==> src/design/bsap_pkg.sv <==
// Shared types, constants and codes of the shelf atlas packer.
// No dependencies; used by every module of the block.
package bsap_pkg;

  localparam int NUM_CLASSES = 3;
  localparam int MAX_DIM     = 16384;
  localparam int PAGE_BITS   = 16;
  localparam int CFG_CLASSES = 3;

  localparam int DIM_W   = 15;
  localparam int POS_W   = 14;
  localparam int PAGE_W  = 16;
  localparam int BLK_W   = 4;
  localparam int CLS_W   = 2;
  localparam int STAT_W  = 3;
  localparam int CFG_IDX_W = 4;

  // Cursor arrays only need the classes that can actually be valid.
  localparam int EFF_CLASSES = (NUM_CLASSES < CFG_CLASSES) ? NUM_CLASSES : CFG_CLASSES;
  localparam int CUR_IDX_W   = (EFF_CLASSES > 1) ? $clog2(EFF_CLASSES) : 1;

  localparam int DIV_STEPS = DIM_W;
  localparam int CNT_W     = $clog2(DIV_STEPS);

  localparam logic [16:0] MAX_DIM_V = 17'(MAX_DIM);

  localparam logic [STAT_W-1:0] STAT_PLACED      = 3'd0;
  localparam logic [STAT_W-1:0] STAT_ATLAS_ZERO  = 3'd1;
  localparam logic [STAT_W-1:0] STAT_INVALID     = 3'd2;
  localparam logic [STAT_W-1:0] STAT_TOO_BIG     = 3'd3;
  localparam logic [STAT_W-1:0] STAT_ALIGNED_BIG = 3'd4;
  localparam logic [STAT_W-1:0] STAT_UNPLACEABLE = 3'd5;
  localparam logic [STAT_W-1:0] STAT_SKIPPED     = 3'd6;

  localparam logic [CFG_IDX_W-1:0] CFG_ATLAS_W = 4'd0;
  localparam logic [CFG_IDX_W-1:0] CFG_ATLAS_H = 4'd1;
  localparam int CFG_BLK_BASE = 2;

  localparam logic [DIM_W-1:0] ATLAS_W_RST = 15'd4096;
  localparam logic [DIM_W-1:0] ATLAS_H_RST = 15'd4096;
  localparam logic [BLK_W-1:0] BLK_W_RST [CFG_CLASSES] = '{4'd4, 4'd6, 4'd8};
  localparam logic [BLK_W-1:0] BLK_H_RST [CFG_CLASSES] = '{4'd4, 4'd6, 4'd8};

  typedef struct packed {
    logic             batch_start;
    logic [CLS_W-1:0] footprint_class;
    logic [DIM_W-1:0] rect_width;
    logic [DIM_W-1:0] rect_height;
    logic             name_present;
  } in_item_t;

  typedef struct packed {
    logic [STAT_W-1:0] status;
    logic [PAGE_W-1:0] page_index;
    logic [POS_W-1:0]  pos_x;
    logic [POS_W-1:0]  pos_y;
  } out_item_t;

  typedef struct packed {
    logic load;
    logic check;
    logic div_step;
    logic commit;
  } ctrl_cmd_t;

  typedef struct packed {
    logic early_err;
    logic div_last;
    logic out_free;
  } dp_stat_t;

  typedef enum logic [1:0] {
    S_IDLE,
    S_CHECK,
    S_DIV,
    S_PLACE
  } state_t;

endpackage

==> src/design/block_aligned_shelf_atlas_packer.sv <==
// Top level of the block-aligned shelf atlas packer.
// Joins bsap_ctrl and bsap_dp; types from bsap_pkg.
//
//  channel   direction  handshake            word
//  in_       input      in_valid / in_ready  bsap_pkg::in_item_t
//  out_      output     out_valid/out_ready  bsap_pkg::out_item_t
//  cfg_      input      cfg_we only          cfg_index, cfg_wdata
//
// One item at a time: an item that passes the early checks goes through accept,
// check, 15 restoring remainder steps and place; an item that fails an early
// check skips the remainder steps and goes from check straight to place. The
// serial remainder units set the time per item.
// A stalled result holds in the output register; the next item is accepted
// meanwhile and waits in its place step. Reset (rst_n low, synchronous) restores
// the register defaults and clears every cursor at once.
module block_aligned_shelf_atlas_packer (
  input  logic                           clk,
  input  logic                           rst_n,
  input  logic                           in_valid,
  output logic                           in_ready,
  input  bsap_pkg::in_item_t             in_data,
  output logic                           out_valid,
  input  logic                           out_ready,
  output bsap_pkg::out_item_t            out_data,
  input  logic                           cfg_we,
  input  logic [bsap_pkg::CFG_IDX_W-1:0] cfg_index,
  input  logic [bsap_pkg::DIM_W-1:0]     cfg_wdata
);

  bsap_pkg::ctrl_cmd_t cmd;
  bsap_pkg::dp_stat_t  stat;

  bsap_ctrl u_ctrl (
    .clk      (clk),
    .rst_n    (rst_n),
    .in_valid (in_valid),
    .in_ready (in_ready),
    .stat     (stat),
    .cmd      (cmd)
  );

  bsap_dp u_dp (
    .clk       (clk),
    .rst_n     (rst_n),
    .cmd       (cmd),
    .stat      (stat),
    .in_data   (in_data),
    .out_valid (out_valid),
    .out_ready (out_ready),
    .out_data  (out_data),
    .cfg_we    (cfg_we),
    .cfg_index (cfg_index),
    .cfg_wdata (cfg_wdata)
  );

endmodule

==> src/design/bsap_ctrl.sv <==
// Sequencer of the shelf atlas packer: accept, check, divide, place.
// Depends on bsap_pkg; drives the datapath through ctrl_cmd_t.
module bsap_ctrl (
  input  logic                clk,
  input  logic                rst_n,
  input  logic                in_valid,
  output logic                in_ready,
  input  bsap_pkg::dp_stat_t  stat,
  output bsap_pkg::ctrl_cmd_t cmd
);

  bsap_pkg::state_t state_r, state_nxt;

  always_ff @(posedge clk) begin
    if (!rst_n) begin
      state_r <= bsap_pkg::S_IDLE;
    end else begin
      state_r <= state_nxt;
    end
  end

  always_comb begin
    state_nxt = state_r;
    cmd       = '0;
    in_ready  = 1'b0;
    unique case (state_r)
      bsap_pkg::S_IDLE: begin
        in_ready = 1'b1;
        if (in_valid) begin
          cmd.load  = 1'b1;
          state_nxt = bsap_pkg::S_CHECK;
        end
      end
      bsap_pkg::S_CHECK: begin
        cmd.check = 1'b1;
        // errors found up front need no rounding
        state_nxt = stat.early_err ? bsap_pkg::S_PLACE : bsap_pkg::S_DIV;
      end
      bsap_pkg::S_DIV: begin
        cmd.div_step = 1'b1;
        if (stat.div_last) begin
          state_nxt = bsap_pkg::S_PLACE;
        end
      end
      bsap_pkg::S_PLACE: begin
        // hold until the output register can take the word
        if (stat.out_free) begin
          cmd.commit = 1'b1;
          state_nxt  = bsap_pkg::S_IDLE;
        end
      end
      default: state_nxt = bsap_pkg::S_IDLE;
    endcase
  end

endmodule

==> src/design/bsap_dp.sv <==
// Datapath of the shelf atlas packer: config registers, shelf cursors,
// serial remainder units for block rounding, output register. Uses bsap_pkg.
module bsap_dp (
  input  logic                                 clk,
  input  logic                                 rst_n,
  input  bsap_pkg::ctrl_cmd_t                  cmd,
  output bsap_pkg::dp_stat_t                   stat,
  input  bsap_pkg::in_item_t                   in_data,
  output logic                                 out_valid,
  input  logic                                 out_ready,
  output bsap_pkg::out_item_t                  out_data,
  input  logic                                 cfg_we,
  input  logic [bsap_pkg::CFG_IDX_W-1:0]       cfg_index,
  input  logic [bsap_pkg::DIM_W-1:0]           cfg_wdata
);

  localparam int DW = bsap_pkg::DIM_W;
  localparam int BW = bsap_pkg::BLK_W;
  localparam int NC = bsap_pkg::EFF_CLASSES;
  localparam int CUR_IDX_W_L = bsap_pkg::CUR_IDX_W;

  // configuration
  logic [DW-1:0] atlas_w_r, atlas_h_r;
  logic [BW-1:0] blk_w_r [bsap_pkg::CFG_CLASSES];
  logic [BW-1:0] blk_h_r [bsap_pkg::CFG_CLASSES];

  // per-class cursors
  logic [bsap_pkg::PAGE_BITS-1:0] cur_pg_r [NC];
  logic [DW-1:0] cur_x_r [NC];
  logic [DW-1:0] cur_y_r [NC];
  logic [DW-1:0] cur_sh_r [NC];
  logic          failed_r;

  // item and rounding state
  bsap_pkg::in_item_t          item_r;
  logic [bsap_pkg::STAT_W-1:0] err_r;
  logic [DW-1:0]               sum_w_r, sum_h_r, dvd_w_r, dvd_h_r;
  logic [BW-1:0]               rem_w_r, rem_h_r;
  logic [bsap_pkg::CNT_W-1:0]  cnt_r;

  logic                out_valid_r;
  bsap_pkg::out_item_t out_r;

  always_ff @(posedge clk) begin
    if (!rst_n) begin
      atlas_w_r <= bsap_pkg::ATLAS_W_RST;
      atlas_h_r <= bsap_pkg::ATLAS_H_RST;
      for (int c = 0; c < bsap_pkg::CFG_CLASSES; c++) begin
        blk_w_r[c] <= bsap_pkg::BLK_W_RST[c];
        blk_h_r[c] <= bsap_pkg::BLK_H_RST[c];
      end
    end else if (cfg_we) begin
      if (cfg_index == bsap_pkg::CFG_ATLAS_W) begin
        atlas_w_r <= cfg_wdata;
      end else if (cfg_index == bsap_pkg::CFG_ATLAS_H) begin
        atlas_h_r <= cfg_wdata;
      end
      for (int c = 0; c < bsap_pkg::CFG_CLASSES; c++) begin
        if (cfg_index == bsap_pkg::CFG_IDX_W'(bsap_pkg::CFG_BLK_BASE + 2 * c)) begin
          blk_w_r[c] <= cfg_wdata[BW-1:0];
        end
        if (cfg_index == bsap_pkg::CFG_IDX_W'(bsap_pkg::CFG_BLK_BASE + 2 * c + 1)) begin
          blk_h_r[c] <= cfg_wdata[BW-1:0];
        end
      end
    end
  end

  // clamp page size
  logic [DW-1:0] big_w, big_h;
  assign big_w = ({2'b00, atlas_w_r} > bsap_pkg::MAX_DIM_V) ?
                 bsap_pkg::MAX_DIM_V[DW-1:0] : atlas_w_r;
  assign big_h = ({2'b00, atlas_h_r} > bsap_pkg::MAX_DIM_V) ?
                 bsap_pkg::MAX_DIM_V[DW-1:0] : atlas_h_r;

  // early checks on the held item
  logic                        cls_ok;
  logic [BW-1:0]               bw, bh;
  logic [bsap_pkg::STAT_W-1:0] early;
  logic [CUR_IDX_W_L-1:0]      ci;

  assign cls_ok = (32'(item_r.footprint_class) < bsap_pkg::NUM_CLASSES) &&
                  (32'(item_r.footprint_class) < bsap_pkg::CFG_CLASSES);
  assign bw = cls_ok ? blk_w_r[item_r.footprint_class] : '0;
  assign bh = cls_ok ? blk_h_r[item_r.footprint_class] : '0;
  assign ci = item_r.footprint_class[CUR_IDX_W_L-1:0];

  always_comb begin
    if (failed_r) begin
      early = bsap_pkg::STAT_SKIPPED;
    end else if (big_w == '0 || big_h == '0) begin
      early = bsap_pkg::STAT_ATLAS_ZERO;
    end else if (!cls_ok || !item_r.name_present || item_r.rect_width == '0 ||
                 item_r.rect_height == '0 || bw == '0 || bh == '0) begin
      early = bsap_pkg::STAT_INVALID;
    end else if (item_r.rect_width > big_w || item_r.rect_height > big_h) begin
      early = bsap_pkg::STAT_TOO_BIG;
    end else begin
      early = bsap_pkg::STAT_PLACED;
    end
  end

  // one restoring step per cycle on both dimensions
  logic [BW:0] tw, th;
  assign tw = {rem_w_r, dvd_w_r[DW-1]};
  assign th = {rem_h_r, dvd_h_r[DW-1]};

  always_ff @(posedge clk) begin
    if (cmd.load) begin
      item_r <= in_data;
    end
    if (cmd.check) begin
      err_r   <= early;
      sum_w_r <= DW'({1'b0, item_r.rect_width} + 16'(bw) - 16'd1);
      sum_h_r <= DW'({1'b0, item_r.rect_height} + 16'(bh) - 16'd1);
      dvd_w_r <= DW'({1'b0, item_r.rect_width} + 16'(bw) - 16'd1);
      dvd_h_r <= DW'({1'b0, item_r.rect_height} + 16'(bh) - 16'd1);
      rem_w_r <= '0;
      rem_h_r <= '0;
      cnt_r   <= '0;
    end else if (cmd.div_step) begin
      dvd_w_r <= {dvd_w_r[DW-2:0], 1'b0};
      dvd_h_r <= {dvd_h_r[DW-2:0], 1'b0};
      rem_w_r <= (tw >= {1'b0, bw}) ? BW'(tw - {1'b0, bw}) : tw[BW-1:0];
      rem_h_r <= (th >= {1'b0, bh}) ? BW'(th - {1'b0, bh}) : th[BW-1:0];
      cnt_r   <= cnt_r + 1'b1;
    end
  end

  // placement
  logic [DW-1:0] aw, ah;
  logic [DW-1:0] x0, y0, sh0, x1, y1, sh1, x2, y2, sh2;
  logic [bsap_pkg::PAGE_BITS-1:0] pg0, pg2;
  logic wrap, newpage;
  logic [bsap_pkg::STAT_W-1:0] final_st;

  assign aw  = sum_w_r - DW'(rem_w_r);
  assign ah  = sum_h_r - DW'(rem_h_r);
  assign x0  = cur_x_r[ci];
  assign y0  = cur_y_r[ci];
  assign sh0 = cur_sh_r[ci];
  assign pg0 = cur_pg_r[ci];

  assign wrap    = ({1'b0, x0} + {1'b0, aw}) > {1'b0, big_w};
  assign x1      = wrap ? '0 : x0;
  assign y1      = wrap ? DW'({1'b0, y0} + {1'b0, sh0}) : y0;
  assign sh1     = wrap ? '0 : sh0;
  assign newpage = ({1'b0, y1} + {1'b0, ah}) > {1'b0, big_h};
  assign pg2     = newpage ? pg0 + 1'b1 : pg0;
  assign x2      = newpage ? '0 : x1;
  assign y2      = newpage ? '0 : y1;
  assign sh2     = newpage ? '0 : sh1;

  always_comb begin
    if (err_r != bsap_pkg::STAT_PLACED) begin
      final_st = err_r;
    end else if (aw > big_w || ah > big_h) begin
      final_st = bsap_pkg::STAT_ALIGNED_BIG;
    end else if (newpage && pg0 == '1) begin
      final_st = bsap_pkg::STAT_UNPLACEABLE;
    end else begin
      final_st = bsap_pkg::STAT_PLACED;
    end
  end

  always_ff @(posedge clk) begin
    if (!rst_n) begin
      failed_r <= 1'b0;
      for (int c = 0; c < NC; c++) begin
        cur_pg_r[c] <= '0;
        cur_x_r[c]  <= '0;
        cur_y_r[c]  <= '0;
        cur_sh_r[c] <= '0;
      end
    end else if (cmd.load && in_data.batch_start) begin
      failed_r <= 1'b0;
      for (int c = 0; c < NC; c++) begin
        cur_pg_r[c] <= '0;
        cur_x_r[c]  <= '0;
        cur_y_r[c]  <= '0;
        cur_sh_r[c] <= '0;
      end
    end else if (cmd.commit) begin
      if (final_st != bsap_pkg::STAT_PLACED && final_st != bsap_pkg::STAT_SKIPPED) begin
        failed_r <= 1'b1;
      end
      if (final_st == bsap_pkg::STAT_PLACED) begin
        cur_pg_r[ci] <= pg2;
        cur_x_r[ci]  <= DW'({1'b0, x2} + {1'b0, aw});
        cur_y_r[ci]  <= y2;
        cur_sh_r[ci] <= (ah > sh2) ? ah : sh2;
      end else if (final_st == bsap_pkg::STAT_UNPLACEABLE) begin
        // the shelf wrap stays even though the page ran out
        cur_x_r[ci]  <= x1;
        cur_y_r[ci]  <= y1;
        cur_sh_r[ci] <= sh1;
      end
    end
  end

  // output register
  always_ff @(posedge clk) begin
    if (!rst_n) begin
      out_valid_r <= 1'b0;
    end else if (cmd.commit) begin
      out_valid_r <= 1'b1;
    end else if (out_ready) begin
      out_valid_r <= 1'b0;
    end
  end

  always_ff @(posedge clk) begin
    if (cmd.commit) begin
      out_r.status <= final_st;
      if (final_st == bsap_pkg::STAT_PLACED) begin
        out_r.page_index <= bsap_pkg::PAGE_W'(pg2);
        out_r.pos_x      <= x2[bsap_pkg::POS_W-1:0];
        out_r.pos_y      <= y2[bsap_pkg::POS_W-1:0];
      end else begin
        out_r.page_index <= '0;
        out_r.pos_x      <= '0;
        out_r.pos_y      <= '0;
      end
    end
  end

  assign out_valid      = out_valid_r;
  assign out_data       = out_r;
  assign stat.early_err = (early != bsap_pkg::STAT_PLACED);
  assign stat.div_last  = (cnt_r == bsap_pkg::CNT_W'(bsap_pkg::DIV_STEPS - 1));
  assign stat.out_free  = !out_valid_r || out_ready;

endmodule

==> config.mk <==
export PLATFORM = sky130hd
export DESIGN_NAME = block_aligned_shelf_atlas_packer
export DESIGN_NICKNAME = d
export VERILOG_FILES = /design/src/design/bsap_pkg.sv /design/src/design/block_aligned_shelf_atlas_packer.sv /design/src/design/bsap_ctrl.sv /design/src/design/bsap_dp.sv
export SDC_FILE = /design/constraint.sdc
export NUM_CORES = 1
export LEC_CHECK = 0
export BUFFER_PORTS_ARGS = -buffer_cell sky130_fd_sc_hd__buf_2
export CORE_ASPECT_RATIO = 0.6
export CORE_UTILIZATION = 40
export DETAILED_ROUTE_END_ITERATION = 10
export PLACE_DENSITY = 0.64
export SYNTH_ARGS = -nofsm -noshare
export SYNTH_HDL_FRONTEND = slang
export SYNTH_SLANG_ARGS = --single-unit
==> constraint.sdc <==
create_clock -name clk -period 16.35 [get_ports clk]
set_clock_uncertainty 0.05 [all_clocks]
set_input_delay 1.635 -clock clk [delete_from_list [all_inputs] [get_ports clk]]
set_output_delay 1.635 -clock clk [all_outputs]
set_load 0.005 [all_outputs]
==> impl_results.md <==
* Initial antenna violation count at 3
* # clock sinks at 459
* Worst setup startpoint: u_dp.rem_w_r[0]
* Multi-input logic area at 0.0128 mm²
* Top cells by area, synth: edfxtp_1, ha_1, mux4_2, nor2_1, dfxtp_1
* Post-synth EDFFs at 411
* Post-Route WL at 76100 µm
* Synth cell count leaders: edfxtp_1, nor2_1, ha_1
* Count leader, synth: edfxtp_1
* Die ar. at 0.0690 mm²
* CTS Hold Bufs at 0
* Pin count of the biggest net entering global routing at 50
* Crit-path max FO at 15
* Drt pass-1 iters at 5
* Yosys top cell area share at 45.4%
* Register area at 0.0133 mm²
* CTS tree: done
* Final period utilization at 90.2%
* Synth-to-layout area growth at 11.6%
* Initial core utilization at 40.7%
* WL/cell at 22.2 µm
* Global Route Usage Sum at 21.8%
* Postcts setup bufs at 0
* Final max-slew violation count at 0
* I/O Pins at 107
* Crit path DAT at 15.16 ns
* Sequential area share after synthesis at 49.0%
* Fin nets at 2791
* Final Hold Viols at 0
* CTS H-tree depth at 2
* Chip width at 338 µm
* First-pass GRT wire length at 115000 µm
* Max Freq at 67.8 MHz
* Min cycle time layout at 14.75 ns
* Setup Crit Path Kind: register to register
* Buffers on Ports at 106
* TritonCTS Buffers at 47
* Most used DFF post-synth: edfxtp_1
* Cell Area, Synth at 0.0272 mm²
* GR Overflow Total at 0
* Via Count at 19448
* Slew HR at 19.5%
* Final setup viols at 0
* Worst slew pin tran at 1.20 ns
* Rows at 73
* Distinct cell type count after synthesis at 80
* Clk root buf: clkbuf_16
* Max-cap violations at 0
* Vias in the first global route at 18968
* Yosys warning total at 0
* RSZ-0062 raised after global routing: false
* Avg Cell Area, Syn at 11.3 µm²
* Most frequent CP cell: ha_1
* Core Area at 0.0667 mm²
* Clock-pin slew on the worst setup and hold paths at 0.06 ns
* PostCTS Resize Cnt at 0
* Min-delay src: u_dp.atlas_h_r[0]
* Setup tns final at 0 ns
* Dominant cell type by area after synthesis: edfxtp_1
* Chip Height at 204 µm
* Syn Nets at 2692
* Post-route ant nets at 0
* Hold WC Path Type: register to register
* Routability cong. at 0.930
* Worst path max stage delay at 0.86 ns
* Iter 0 DRT Violations at 1785
* CP max-delay cell: a21oi_2
* Run status: finished clean
* CP Capture Type: register
* Reg2reg start: u_dp.rem_w_r[0]
* Clock Tree Buf Depth at 3
* Yosys reg bits at 459
* Dpl hpwl at 55700 µm
* Fraction of layout instances using a drive strength above 1 at 14.9%
* Filler instances at 6130
* Worst Path Required at 16.77 ns
* DRC at 0
* Syn Inst Count at 2394
* Asr flop ratio synth at 0%
* Avg Vias per Cell at 5.67
* Clock Latency Late Sink at 0.61 ns
* CP Launch Type: register
## through the flow
stage | instances | worst slack, ns | util [%] | instance area [µm²] | hold slack [ns]
after floorplan | 2394 | 3.50 | - | 27200 | 0.394
after global placement | 3344 | 2.27 | 43.0 | 28700 | 0.409
after detailed placement | 3344 | 1.90 | 43.0 | 28700 | 0.416
after CTS | 3429 | 1.82 | 45.4 | 30300 | 0.424
after global routing | 3429 | 0.705 | 45.4 | 30300 | 0.460
final | 3430 | 1.60 | 45.4 | 30300 | 0.425
## placed cells by master (no fill, tap or decap), types with 12 or more instances in the layout
cell type and count:
o21a_1 22, buf_2 106, a21oi_1 129, a21o_1 47
xnor2_1 58, mux2i_1 22, mux2_2 37, and3_1 26
nand3_1 28, ha_1 229, nand2_1 184, and2_1 48
edfxtp_1 411, nand2b_1 33, nor4_1 15, clkbuf_16 48
inv_1 173, a22o_1 42, o21ai_0 66, a22o_2 20
dfxtp_1 46, or2_2 12, nor2b_1 35, mux4_2 56
nand4_1 33, nor2_1 256, xor2_1 55, buf_4 32
nor3_1 38
## layer usage
metal | up-vias | share of wire, % | global-route usage (%)
met5 | - | 0 | 0
met4 | 0 | 1.5 | 4.44
met3 | 84 | 8.5 | 3.75
met2 | 773 | 42 | 31.8
met1 | 9614 | 48 | 33.6
li1 | 8977 | - | -
## registers in the layout, indices dropped and copies added (netlist names), 12 cells and up, named ones only
register and count:
u_dp.dvd_w_r 15, u_dp.cur_y_r 60, u_dp.out_data 47, u_dp.atlas_w_r 15, u_dp.item_r 31, u_dp.sum_h_r 15, u_dp.sum_w_r 15, u_dp.blk_h_r 12
u_dp.cur_x_r 60, u_dp.cur_pg_r 64, u_dp.atlas_h_r 15, u_dp.blk_w_r 12, u_dp.dvd_h_r 15, u_dp.cur_sh_r 60
## logic make-up (layout without fill, tap and decap cells)
kind of cell,after synthesis,in the layout,synth area share [%]
AO/OA/AOI/OAI,432,432,10.8
XOR/XNOR,113,113,3.64
adder cells (fa/ha/maj),240,240,11.3
buffers and inverters,261,396,3.94
flip-flops,459,459,49.0
multiplexers,127,127,7.82
other,0,1,0
AND/OR/NAND/NOR,762,762,13.5
## area by class of cell
cell class	count	area share, %
repair buffers	138	2.54
clock inverters	27	1.12
diodes	1	0.00826
inverters	173	2.14
flip-flops and latches	459	43.9
clock buffers	58	4.19
multi-input cells	1674	42.4
well taps	900	3.72
## final timing paths
check                          to  slack, ns  cells past startpoint
max          u_dp.cur_sh_r[2][12]       1.60                     56
min             u_dp.atlas_h_r[0]       0.43                      2
max reg2reg  u_dp.cur_sh_r[2][12]       1.60                     56
min reg2reg     u_dp.atlas_h_r[0]       0.43                      2
## worst max-delay path: cells and delay by family (launching register included)
family                   cells  cell delay, ns
buffers and inverters        5            0.49
adder cells (fa/ha/maj)      8            2.34
multiplexers                 1            0.54
XOR/XNOR                     1            0.47
AND/OR/NAND/NOR             20            4.99
flip-flops                   1            0.41
AO/OA/AOI/OAI               21            5.27
Power is not shown: default switching activity piles up to over one toggle a cycle in this logic, so the estimate is an artifact.
